[src/hdl/cpsc_pkg.sv]
// ----------------------------------------------------------------------------
// cpsc_pkg
// shared types and constants of the polygon collision block
// ----------------------------------------------------------------------------
package cpsc_pkg;

   localparam int MAX_VERTS_DEF  = 16;
   localparam int COORD_BITS_DEF = 16;
   localparam int RSP_DATA_W     = 8;

   typedef enum logic [1:0] {
      STAT_OK    = 2'd0,
      STAT_EMPTY = 2'd1,
      STAT_OVF   = 2'd2
   } status_type;

   typedef struct packed {
      logic lat_vi;
      logic lat_n;
      logic edge_b;
      logic proj_vld;
      logic proj_b;
      logic proj_first;
   } cmd_type;

   typedef struct packed {
      logic busy;
      logic overlap;
   } stat_type;

endpackage

[src/hdl/convex_polygon_sat_collision.sv]
// ----------------------------------------------------------------------------
// convex_polygon_sat_collision
// separating axis collision test of two convex polygons, one vertex per beat
// ----------------------------------------------------------------------------
// req beats carry one vertex: tuser selects polygon a (0) or b (1), tlast
// marks the final vertex of that polygon. a vertices come first, then b.
// the final b vertex starts the test; every other beat gives no rsp beat.
// up to MAX_VERTS vertices per polygon are kept; more are dropped and the
// result reports overflow. an empty polygon a reports empty, collide 0.
// rsp carries one beat per test: collide and status.
// a test with na and nb stored vertices walks the na+nb axes: for each,
// states ST_EDGE0 to ST_EDGE2 form the edge normal, ST_PROJ makes one read
// per vertex through the single read port of each vertex ram, and ST_DRAIN
// waits for the multiply-add pipeline to drain; the first separating axis
// ends the test early.
// req_tready is low while a test runs. a held rsp beat does not block
// vertex beats; a finished test waits until the rsp register is free.
// reset empties both polygons and drops any pending rsp beat.
// ----------------------------------------------------------------------------
module convex_polygon_sat_collision #(
   parameter int MAX_VERTS  = cpsc_pkg::MAX_VERTS_DEF,
   parameter int COORD_BITS = cpsc_pkg::COORD_BITS_DEF,
   localparam int REQ_W     = ((2 * COORD_BITS + 7) / 8) * 8
) (
   input  logic                          clock,
   input  logic                          reset,
   input  logic                          req_tvalid,
   output logic                          req_tready,
   input  logic [REQ_W-1:0]              req_tdata,  // vert_x, vert_y, zero pad
   input  logic                          req_tuser,  // poly_sel
   input  logic                          req_tlast,  // last_vertex
   output logic                          rsp_tvalid,
   input  logic                          rsp_tready,
   output logic [cpsc_pkg::RSP_DATA_W-1:0] rsp_tdata // collide, status, zero pad
);
   import cpsc_pkg::*;

   localparam int AW = $clog2(MAX_VERTS);
   localparam int VW = 2 * COORD_BITS;

   logic          wr_a_en, wr_b_en;
   logic [AW-1:0] wr_addr, rd_addr;
   logic [VW-1:0] rd_a, rd_b;
   logic [VW-1:0] vert_word;
   cmd_type       cmd;
   stat_type      stat;
   logic          rsp_collide;
   status_type    rsp_status;

   assign vert_word = req_tdata[VW-1:0];

   cpsc_ram #(.WIDTH(VW), .DEPTH(MAX_VERTS)) u_ram_a (
      .clock   (clock),
      .wr_en   (wr_a_en),
      .wr_addr (wr_addr),
      .wr_data (vert_word),
      .rd_addr (rd_addr),
      .rd_data (rd_a)
   );

   cpsc_ram #(.WIDTH(VW), .DEPTH(MAX_VERTS)) u_ram_b (
      .clock   (clock),
      .wr_en   (wr_b_en),
      .wr_addr (wr_addr),
      .wr_data (vert_word),
      .rd_addr (rd_addr),
      .rd_data (rd_b)
   );

   cpsc_ctrl #(.MAX_VERTS(MAX_VERTS)) u_ctrl (
      .clock       (clock),
      .reset       (reset),
      .req_tvalid  (req_tvalid),
      .req_tready  (req_tready),
      .req_tuser   (req_tuser),
      .req_tlast   (req_tlast),
      .rsp_tvalid  (rsp_tvalid),
      .rsp_tready  (rsp_tready),
      .rsp_collide (rsp_collide),
      .rsp_status  (rsp_status),
      .wr_a_en     (wr_a_en),
      .wr_b_en     (wr_b_en),
      .wr_addr     (wr_addr),
      .rd_addr     (rd_addr),
      .cmd         (cmd),
      .stat        (stat)
   );

   cpsc_dp #(.COORD_BITS(COORD_BITS)) u_dp (
      .clock (clock),
      .reset (reset),
      .cmd   (cmd),
      .rd_a  (rd_a),
      .rd_b  (rd_b),
      .stat  (stat)
   );

   assign rsp_tdata = {{(RSP_DATA_W - 3){1'b0}}, rsp_status, rsp_collide};

endmodule

[src/hdl/cpsc_ram.sv]
// ----------------------------------------------------------------------------
// cpsc_ram
// generic single write port ram with registered read
// ----------------------------------------------------------------------------
module cpsc_ram #(
   parameter int WIDTH = 32,
   parameter int DEPTH = 16,
   localparam int AW = (DEPTH > 1) ? $clog2(DEPTH) : 1
) (
   input  logic             clock,
   input  logic             wr_en,
   input  logic [AW-1:0]    wr_addr,
   input  logic [WIDTH-1:0] wr_data,
   input  logic [AW-1:0]    rd_addr,
   output logic [WIDTH-1:0] rd_data
);

   logic [WIDTH-1:0] mem_ff [DEPTH];
   logic [WIDTH-1:0] rd_data_ff;

   always_ff @(posedge clock) begin
      if (wr_en) begin
         mem_ff[wr_addr] <= wr_data;
      end
      rd_data_ff <= mem_ff[rd_addr];
   end

   assign rd_data = rd_data_ff;

endmodule

[src/hdl/cpsc_ctrl.sv]
// ----------------------------------------------------------------------------
// cpsc_ctrl
// vertex bookkeeping, axis and projection sequencer, result register
// ----------------------------------------------------------------------------
module cpsc_ctrl #(
   parameter int MAX_VERTS = cpsc_pkg::MAX_VERTS_DEF,
   localparam int AW = $clog2(MAX_VERTS),
   localparam int CW = $clog2(MAX_VERTS + 1)
) (
   input  logic                 clock,
   input  logic                 reset,
   input  logic                 req_tvalid,
   output logic                 req_tready,
   input  logic                 req_tuser,
   input  logic                 req_tlast,
   output logic                 rsp_tvalid,
   input  logic                 rsp_tready,
   output logic                 rsp_collide,
   output cpsc_pkg::status_type rsp_status,
   output logic                 wr_a_en,
   output logic                 wr_b_en,
   output logic [AW-1:0]        wr_addr,
   output logic [AW-1:0]        rd_addr,
   output cpsc_pkg::cmd_type    cmd,
   input  cpsc_pkg::stat_type   stat
);
   import cpsc_pkg::*;

   typedef enum logic [6:0] {
      ST_IDLE  = 7'b0000001,
      ST_EDGE0 = 7'b0000010,
      ST_EDGE1 = 7'b0000100,
      ST_EDGE2 = 7'b0001000,
      ST_PROJ  = 7'b0010000,
      ST_DRAIN = 7'b0100000,
      ST_DONE  = 7'b1000000
   } state_type;

   localparam logic [CW-1:0] MAX_CNT = CW'(MAX_VERTS);

   state_type     state_ff, state_in;
   logic [CW-1:0] cnt_a_ff, cnt_a_in;
   logic [CW-1:0] cnt_b_ff, cnt_b_in;
   logic          a_done_ff, a_done_in;
   logic          ovf_ff, ovf_in;
   logic          rsp_vld_ff, rsp_vld_in;
   logic          axis_b_ff, axis_b_in;
   logic [AW-1:0] axis_idx_ff, axis_idx_in;
   logic          proj_b_ff, proj_b_in;
   logic [AW-1:0] proj_idx_ff, proj_idx_in;
   logic          res_collide_ff, res_collide_in;
   status_type    res_status_ff, res_status_in;
   logic          rsp_collide_ff, rsp_collide_in;
   status_type    rsp_status_ff, rsp_status_in;

   logic          accept;
   logic [CW-1:0] base_a;
   logic [CW-1:0] axis_cnt;
   logic [CW-1:0] proj_cnt;
   logic          axis_last;
   logic          proj_last;
   logic [AW-1:0] j_idx;

   assign req_tready = (state_ff == ST_IDLE);
   assign accept     = req_tvalid && req_tready;
   assign base_a     = a_done_ff ? '0 : cnt_a_ff;
   assign axis_cnt   = axis_b_ff ? cnt_b_ff : cnt_a_ff;
   assign proj_cnt   = proj_b_ff ? cnt_b_ff : cnt_a_ff;
   assign axis_last  = ((CW'(axis_idx_ff) + CW'(1)) == axis_cnt);
   assign proj_last  = ((CW'(proj_idx_ff) + CW'(1)) == proj_cnt);
   assign j_idx      = axis_last ? '0 : axis_idx_ff + AW'(1);

   assign wr_a_en = accept && !req_tuser && (base_a < MAX_CNT);
   assign wr_b_en = accept && req_tuser && (cnt_b_ff < MAX_CNT);
   assign wr_addr = req_tuser ? cnt_b_ff[AW-1:0] : base_a[AW-1:0];

   always_comb begin
      unique case (state_ff)
         ST_EDGE0: rd_addr = axis_idx_ff;
         ST_EDGE1: rd_addr = j_idx;
         default:  rd_addr = proj_idx_ff;
      endcase
   end

   always_comb begin
      cmd.lat_vi     = (state_ff == ST_EDGE1);
      cmd.lat_n      = (state_ff == ST_EDGE2);
      cmd.edge_b     = axis_b_ff;
      cmd.proj_vld   = (state_ff == ST_PROJ);
      cmd.proj_b     = proj_b_ff;
      cmd.proj_first = (proj_idx_ff == '0);
   end

   always_comb begin
      state_in       = state_ff;
      cnt_a_in       = cnt_a_ff;
      cnt_b_in       = cnt_b_ff;
      a_done_in      = a_done_ff;
      ovf_in         = ovf_ff;
      rsp_vld_in     = rsp_vld_ff;
      axis_b_in      = axis_b_ff;
      axis_idx_in    = axis_idx_ff;
      proj_b_in      = proj_b_ff;
      proj_idx_in    = proj_idx_ff;
      res_collide_in = res_collide_ff;
      res_status_in  = res_status_ff;
      rsp_collide_in = rsp_collide_ff;
      rsp_status_in  = rsp_status_ff;

      if (rsp_vld_ff && rsp_tready) begin
         rsp_vld_in = 1'b0;
      end

      unique case (state_ff)
         ST_IDLE: begin
            if (accept) begin
               if (!req_tuser) begin
                  if (base_a < MAX_CNT) begin
                     cnt_a_in = base_a + CW'(1);
                  end else begin
                     cnt_a_in = base_a;
                     ovf_in   = 1'b1;
                  end
                  a_done_in = req_tlast;
               end else begin
                  if (cnt_b_ff < MAX_CNT) begin
                     cnt_b_in = cnt_b_ff + CW'(1);
                  end else begin
                     ovf_in = 1'b1;
                  end
                  if (req_tlast) begin
                     if (cnt_a_ff == '0) begin
                        res_collide_in = 1'b0;
                        res_status_in  = STAT_EMPTY;
                        state_in       = ST_DONE;
                     end else begin
                        axis_b_in   = 1'b0;
                        axis_idx_in = '0;
                        state_in    = ST_EDGE0;
                     end
                  end
               end
            end
         end
         ST_EDGE0: state_in = ST_EDGE1;
         ST_EDGE1: state_in = ST_EDGE2;
         ST_EDGE2: begin
            proj_b_in   = 1'b0;
            proj_idx_in = '0;
            state_in    = ST_PROJ;
         end
         ST_PROJ: begin
            if (proj_last) begin
               proj_idx_in = '0;
               if (!proj_b_ff) begin
                  proj_b_in = 1'b1;
               end else begin
                  state_in = ST_DRAIN;
               end
            end else begin
               proj_idx_in = proj_idx_ff + AW'(1);
            end
         end
         ST_DRAIN: begin
            if (!stat.busy) begin
               priority if (!stat.overlap) begin
                  res_collide_in = 1'b0;
                  res_status_in  = ovf_ff ? STAT_OVF : STAT_OK;
                  state_in       = ST_DONE;
               end else if (axis_last && axis_b_ff) begin
                  res_collide_in = 1'b1;
                  res_status_in  = ovf_ff ? STAT_OVF : STAT_OK;
                  state_in       = ST_DONE;
               end else if (axis_last) begin
                  axis_b_in   = 1'b1;
                  axis_idx_in = '0;
                  state_in    = ST_EDGE0;
               end else begin
                  axis_idx_in = axis_idx_ff + AW'(1);
                  state_in    = ST_EDGE0;
               end
            end
         end
         ST_DONE: begin
            if (!rsp_vld_ff || rsp_tready) begin
               rsp_vld_in     = 1'b1;
               rsp_collide_in = res_collide_ff;
               rsp_status_in  = res_status_ff;
               cnt_a_in       = '0;
               cnt_b_in       = '0;
               a_done_in      = 1'b0;
               ovf_in         = 1'b0;
               state_in       = ST_IDLE;
            end
         end
         default: state_in = ST_IDLE;
      endcase
   end

   always_ff @(posedge clock) begin
      if (reset) begin
         state_ff   <= ST_IDLE;
         cnt_a_ff   <= '0;
         cnt_b_ff   <= '0;
         a_done_ff  <= 1'b0;
         ovf_ff     <= 1'b0;
         rsp_vld_ff <= 1'b0;
      end else begin
         state_ff   <= state_in;
         cnt_a_ff   <= cnt_a_in;
         cnt_b_ff   <= cnt_b_in;
         a_done_ff  <= a_done_in;
         ovf_ff     <= ovf_in;
         rsp_vld_ff <= rsp_vld_in;
      end
   end

   always_ff @(posedge clock) begin
      axis_b_ff      <= axis_b_in;
      axis_idx_ff    <= axis_idx_in;
      proj_b_ff      <= proj_b_in;
      proj_idx_ff    <= proj_idx_in;
      res_collide_ff <= res_collide_in;
      res_status_ff  <= res_status_in;
      rsp_collide_ff <= rsp_collide_in;
      rsp_status_ff  <= rsp_status_in;
   end

   assign rsp_tvalid  = rsp_vld_ff;
   assign rsp_collide = rsp_collide_ff;
   assign rsp_status  = rsp_status_ff;

endmodule

[src/hdl/cpsc_dp.sv]
// ----------------------------------------------------------------------------
// cpsc_dp
// edge normal, pipelined dot product and projection interval datapath
// ----------------------------------------------------------------------------
module cpsc_dp #(
   parameter int COORD_BITS = cpsc_pkg::COORD_BITS_DEF,
   localparam int VW = 2 * COORD_BITS
) (
   input  logic                clock,
   input  logic                reset,
   input  cpsc_pkg::cmd_type   cmd,
   input  logic [VW-1:0]       rd_a,
   input  logic [VW-1:0]       rd_b,
   output cpsc_pkg::stat_type  stat
);
   import cpsc_pkg::*;

   localparam int CB = COORD_BITS;
   localparam int PW = 2 * COORD_BITS + 1;
   localparam int DW = 2 * COORD_BITS + 2;

   logic [VW-1:0]        edge_word;
   logic [VW-1:0]        vi_ff, vi_in;
   logic signed [CB:0]   ex, ey;
   logic signed [CB:0]   nx_ff, nx_in;
   logic signed [CB:0]   ny_ff, ny_in;

   logic                 s1_vld_ff, s1_b_ff, s1_first_ff;
   logic                 s2_vld_ff, s2_b_ff, s2_first_ff;
   logic                 s3_vld_ff, s3_b_ff, s3_first_ff;

   logic [VW-1:0]        proj_word;
   logic signed [CB-1:0] sx, sy;
   logic signed [PW-1:0] px_ff, px_in;
   logic signed [PW-1:0] py_ff, py_in;
   logic signed [DW-1:0] dot_ff, dot_in;

   logic signed [DW-1:0] alo_ff, alo_in;
   logic signed [DW-1:0] ahi_ff, ahi_in;
   logic signed [DW-1:0] blo_ff, blo_in;
   logic signed [DW-1:0] bhi_ff, bhi_in;

   // edge vertex i, then vertex j, from the selected polygon
   assign edge_word = cmd.edge_b ? rd_b : rd_a;
   assign ex = $signed({vi_ff[CB-1], vi_ff[CB-1:0]})
             - $signed({edge_word[CB-1], edge_word[CB-1:0]});
   assign ey = $signed({vi_ff[VW-1], vi_ff[VW-1:CB]})
             - $signed({edge_word[VW-1], edge_word[VW-1:CB]});

   always_comb begin
      vi_in = cmd.lat_vi ? edge_word : vi_ff;
      nx_in = cmd.lat_n ? -ey : nx_ff;
      ny_in = cmd.lat_n ? ex : ny_ff;
   end

   assign proj_word = s1_b_ff ? rd_b : rd_a;
   assign sx        = $signed(proj_word[CB-1:0]);
   assign sy        = $signed(proj_word[VW-1:CB]);
   assign px_in     = nx_ff * sx;
   assign py_in     = ny_ff * sy;
   assign dot_in    = DW'(px_ff) + DW'(py_ff);

   always_comb begin
      alo_in = alo_ff;
      ahi_in = ahi_ff;
      blo_in = blo_ff;
      bhi_in = bhi_ff;
      if (s3_vld_ff) begin
         if (s3_b_ff) begin
            if (s3_first_ff || (dot_ff < blo_ff)) blo_in = dot_ff;
            if (s3_first_ff || (dot_ff > bhi_ff)) bhi_in = dot_ff;
         end else begin
            if (s3_first_ff || (dot_ff < alo_ff)) alo_in = dot_ff;
            if (s3_first_ff || (dot_ff > ahi_ff)) ahi_in = dot_ff;
         end
      end
   end

   always_ff @(posedge clock) begin
      if (reset) begin
         s1_vld_ff <= 1'b0;
         s2_vld_ff <= 1'b0;
         s3_vld_ff <= 1'b0;
      end else begin
         s1_vld_ff <= cmd.proj_vld;
         s2_vld_ff <= s1_vld_ff;
         s3_vld_ff <= s2_vld_ff;
      end
   end

   always_ff @(posedge clock) begin
      vi_ff       <= vi_in;
      nx_ff       <= nx_in;
      ny_ff       <= ny_in;
      s1_b_ff     <= cmd.proj_b;
      s1_first_ff <= cmd.proj_first;
      s2_b_ff     <= s1_b_ff;
      s2_first_ff <= s1_first_ff;
      s3_b_ff     <= s2_b_ff;
      s3_first_ff <= s2_first_ff;
      px_ff       <= px_in;
      py_ff       <= py_in;
      dot_ff      <= dot_in;
      alo_ff      <= alo_in;
      ahi_ff      <= ahi_in;
      blo_ff      <= blo_in;
      bhi_ff      <= bhi_in;
   end

   // touching ends count as overlap
   always_comb begin
      stat.busy    = s1_vld_ff || s2_vld_ff || s3_vld_ff;
      stat.overlap = (bhi_ff >= alo_ff) && (blo_ff <= ahi_ff);
   end

endmodule

[config.mk]
export PLATFORM = sky130hd
export DESIGN_NAME = convex_polygon_sat_collision
export DESIGN_NICKNAME = d
export VERILOG_FILES = /design/src/hdl/cpsc_pkg.sv /design/src/hdl/convex_polygon_sat_collision.sv /design/src/hdl/cpsc_ram.sv /design/src/hdl/cpsc_ctrl.sv /design/src/hdl/cpsc_dp.sv
export SDC_FILE = /design/constraint.sdc
export NUM_CORES = 2
export LEC_CHECK = 0
export BUFFER_PORTS_ARGS = -buffer_cell sky130_fd_sc_hd__buf_2
export CELL_PAD_IN_SITES_DETAIL_PLACEMENT = 0
export CELL_PAD_IN_SITES_GLOBAL_PLACEMENT = 1
export CORE_MARGIN = 1.5
export CORE_UTILIZATION = 53
export CTS_CLUSTER_SIZE = 40
export DETAILED_ROUTE_END_ITERATION = 10
export PLACE_DENSITY = 0.82
export SYNTH_ARGS = -nofsm -noshare
export SYNTH_HDL_FRONTEND = slang
export SYNTH_SLANG_ARGS = --single-unit
[constraint.sdc]
create_clock -name clock -period 8 [get_ports clock]
set_input_delay 1.2 -clock clock [delete_from_list [all_inputs] [get_ports clock]]
set_output_delay 1.2 -clock clock [all_outputs]
set_load 0.005 [all_outputs]
==> key figures <==
Clock network
  – Post-CTS Setup Inserts: 0
  – Worst-path clk slew: 80 ps
  – H-tree Lvls: 4
  – CTS resizes: 0
  – Clk_lat worst skew: 820 ps
  – CTS Buffer Depth: 3
  – Num CTS Buffers: 150
  – CTS tree: built
  – Root Buffer: clkbuf_16
  – # clock sinks: 1435
  – CTS Hold Bufs: 0

Critical path
  – Critical Path RT: 8610 ps
  – Worst setup path category: reg -> reg
  – R2r startpoint: u_dp.s1_b_ff
  – Critical path endpoint category: register
  – Flop-to-flop setup slack: 700 ps
  – CP startpoint kind: register
  – Critical path fanouts, max: 17
  – WP data arrival: 7910 ps
  – Reg2Reg Capture Point: u_dp.py_ff[32]
  – Register-to-Register Path Depth: 23

Timing
  – Unrepaired setup endpoints after global routing: false
  – Pins over their slew limit: 0
  – Final setup vio count: 0
  – Clock Skew: 87.5 ps
  – Final min period: 7300 ps
  – Setup TNS: 0 ps
  – Setup ws final: roughly 700 ps
  – Least-Margin Pin Slew: 1120 ps
  – Period Utilization, post-route: roughly 90%
  – Relative slew slack: 25.1%
  – FMAX: 137 MHz
  – Count of final hold-check violations: 0

Logic synthesis
  – Largest family of logic cells by synthesized area: adder cells
  – Unique masters post-synth: 81
  – Seq cells post-synth: between 1000 and 1500
  – Yosys warning count: 0
  – Cell taking the most area after synthesis: edfxtp_1
  – Main synth FF type: edfxtp_1
  – EDFF count, synth: 1242
  – Synth area leaders: edfxtp_1, fa_1, ha_1, nand2_1, dfxtp_1
  – Mapped Area: 80500 um2
  – Register area share after synthesis: roughly half
  – Mapped Cells: 6808
  – Post-synthesis compound-gate area fraction: 5.84%
  – XOR/XNOR Fraction of Synth Area: 1.51%
  – Share of the synthesized area in the top cell type: 46.4%
  – Simple-Gate Fraction of Synth Area: 12.8%
  – Post-synthesis mux area share: 2.64%
  – Syn Area/Cell: 11.8 um2
  – Async SR Flop Fraction: 0%
  – Adder-cell share of the synthesized area: around a fifth

Drt
  – Vias: 50914
  – Post-DRT Antenna Nets: 0
  – DRT Wirelength: 199000 um
  – Vias per inst: roughly 5.7
  – DRT Pass-1 Iters: 6
  – DR WL/cell: around 22 um
  – DRC Markers: 0
  – Initial detailed-routing violation count: 3993

Finish
  – # fillers: 12114
  – Final instance area: 88300 um2
  – NumNets Final: between 7000 and 8000
  – Share of layout cells above drive strength 1: roughly 6.6%
  – Finished Layout Cells: 8970
  – Area growth syn-to-layout: 9.78%

Die
  – Core Rows: 142
  – Die H: 393 um
  – Initial Util: 53.5%
  – Top Ports: 48
  – Die width: 393 um
  – Die area: around 150000 um2
  – CORE AREA: 150000 um2

Placed design
  – GP Congestion: between 0.8 and 0.9
  – Pre-CTS setup slack: 816 ps
  – Placed Instance Area: 83200 um2
  – HPWL after DPL: 130000 um
  – Cell total after placement: 8685
  – Port Buffers: 42

Min path
  – Tightest Hold Check Type: reg -> reg
  – Hold Crit Depth: 0
  – Min-Delay Endpoint: u_dp.s2_first_ff
  – Hold path start: u_dp.s1_first_ff

GRT
  – First-pass GRT wire length: 305000 um
  – GRT Resource Usage Total: 26.1%
  – Largest net degree at the start of global routing: 156
  – Vias in the first global route: roughly 52000
  – Total grt overflow: 0
  – Initial antenna violation count: 20

Job
  – Max-cap violations: 0

Run status
  – Status: completed
worst max-delay path, stage by stage (launching register included):
cell	delay, ps
dfxtp_2	610
buf_4	260
mux2_2	500
nand2_1	160
inv_1	100
fa_1	640
fa_1	880
fa_1	530
fa_1	510
fa_1	490
inv_1	50
fa_1	470
inv_1	40
ha_1	310
a21oi_1	150
o21ai_0	90
a21o_1	170
a21o_1	160
o41ai_1	260
buf_4	190
o211ai_1	120
a21oi_1	150
o21bai_1	90
xnor2_1	130
registers in the layout (all words and copies together), names as in the netlist, 33 cells and up:
| signal | flops |
|---|---|
| u_ram_a.mem_ff | 512 |
| u_dp.blo_ff | 34 |
| u_dp.ahi_ff | 34 |
| u_dp.px_ff | 33 |
| u_dp.bhi_ff | 34 |
| u_dp.dot_ff | 34 |
| u_dp.py_ff | 33 |
| u_ram_b.mem_ff | 512 |
| u_dp.alo_ff | 34 |
layout make-up:
cell class                      instances  area (um2)  share of cell area [%]
Tap cell                             2016        2520                    2.86
Timing Repair Buffer                  122         961                    1.09
Multi-Input combinational cell       4264       35300                    40.0
Sequential cell                      1435       41200                    46.6
Antenna cell                            4        10.0                  0.0113
Clock inverter                         80        1030                    1.17
Inverter                              848        3180                    3.60
Clock buffer                          201        4130                    4.68
how the worst max path moves through the flow:
stage	startpoint	end	slack [ps]
floorplan	u_dp.s1_b_ff	u_dp.py_ff[32]	920
global placement	u_dp.s1_b_ff	u_dp.py_ff[32]	810
detailed placement	u_dp.s1_b_ff	u_dp.py_ff[32]	820
CTS	u_dp.s1_b_ff	u_dp.py_ff[32]	700
global route	u_dp.s1_b_ff	u_dp.py_ff[32]	320
finish	u_dp.s1_b_ff	u_dp.py_ff[32]	700
per-layer routing:
metal,global-route usage (%),vias up,share of wire (%)
li1,-,23335,-
met1,34.2,25567,41
met2,45.2,1662,50
met3,3.86,332,6.3
met4,7.62,18,2.6
met5,0,-,0.052
cells by family (layout without fill, tap and decap cells):
family | count (synthesis) | count (layout)
mux | 207 | 207
xor+xnor | 137 | 137
fa+ha+maj | 995 | 995
simple gates | 2226 | 2226
other cells | 1 | 9
compound gates | 694 | 694
flops | 1435 | 1435
buf+inv | 1113 | 1251
through the flow:
stage                     hold WS (ps)  utilization, %
after floorplan                    310               -
after global placement             312            55.3
after detailed placement           313            55.3
after CTS                          329            58.8
after global routing               333            58.8
final                              329            58.8
Yosys cell counts, types with 15 or more instances:
library cell / number
fa_1: 555
mux2i_1: 169
xnor2_1: 98
nand2_1: 1101
mux2_2: 36
a31oi_1: 19
o21ai_1: 64
a21o_1: 101
and3_1: 15
o21ai_0: 87
edfxtp_1: 1242
inv_1: 847
or3_1: 15
buf_2: 75
ha_1: 440
xor2_1: 38
nor2b_1: 161
buf_4: 18
a32oi_1: 129
nor2_1: 181
clkbuf_1: 157
nand2b_1: 46
o21a_1: 20
nand4_1: 114
nand3_1: 373
a21oi_1: 146
nor3_1: 34
dfxtp_1: 193
a211oi_1: 25
and2_1: 133
cells in the final DEF, fill, tap and decap left out, drive strengths merged, types with 98 or more instances in the layout:
master,Yosys,layout
ha,440,440
clkbuf,159,201
and2,134,134
buf,106,122
mux2i,170,170
nand4,114,114
xnor2,98,98
a21oi,146,146
dfxtp,193,193
fa,555,555
a21o,101,101
nand3,373,373
nand2,1101,1101
edfxtp,1242,1242
a32oi,129,129
o21ai,151,151
inv,848,854
nor2b,161,161
nor2,182,182
Power is not shown: default switching activity piles up to over one toggle a cycle in this logic, so the estimate is an artifact.
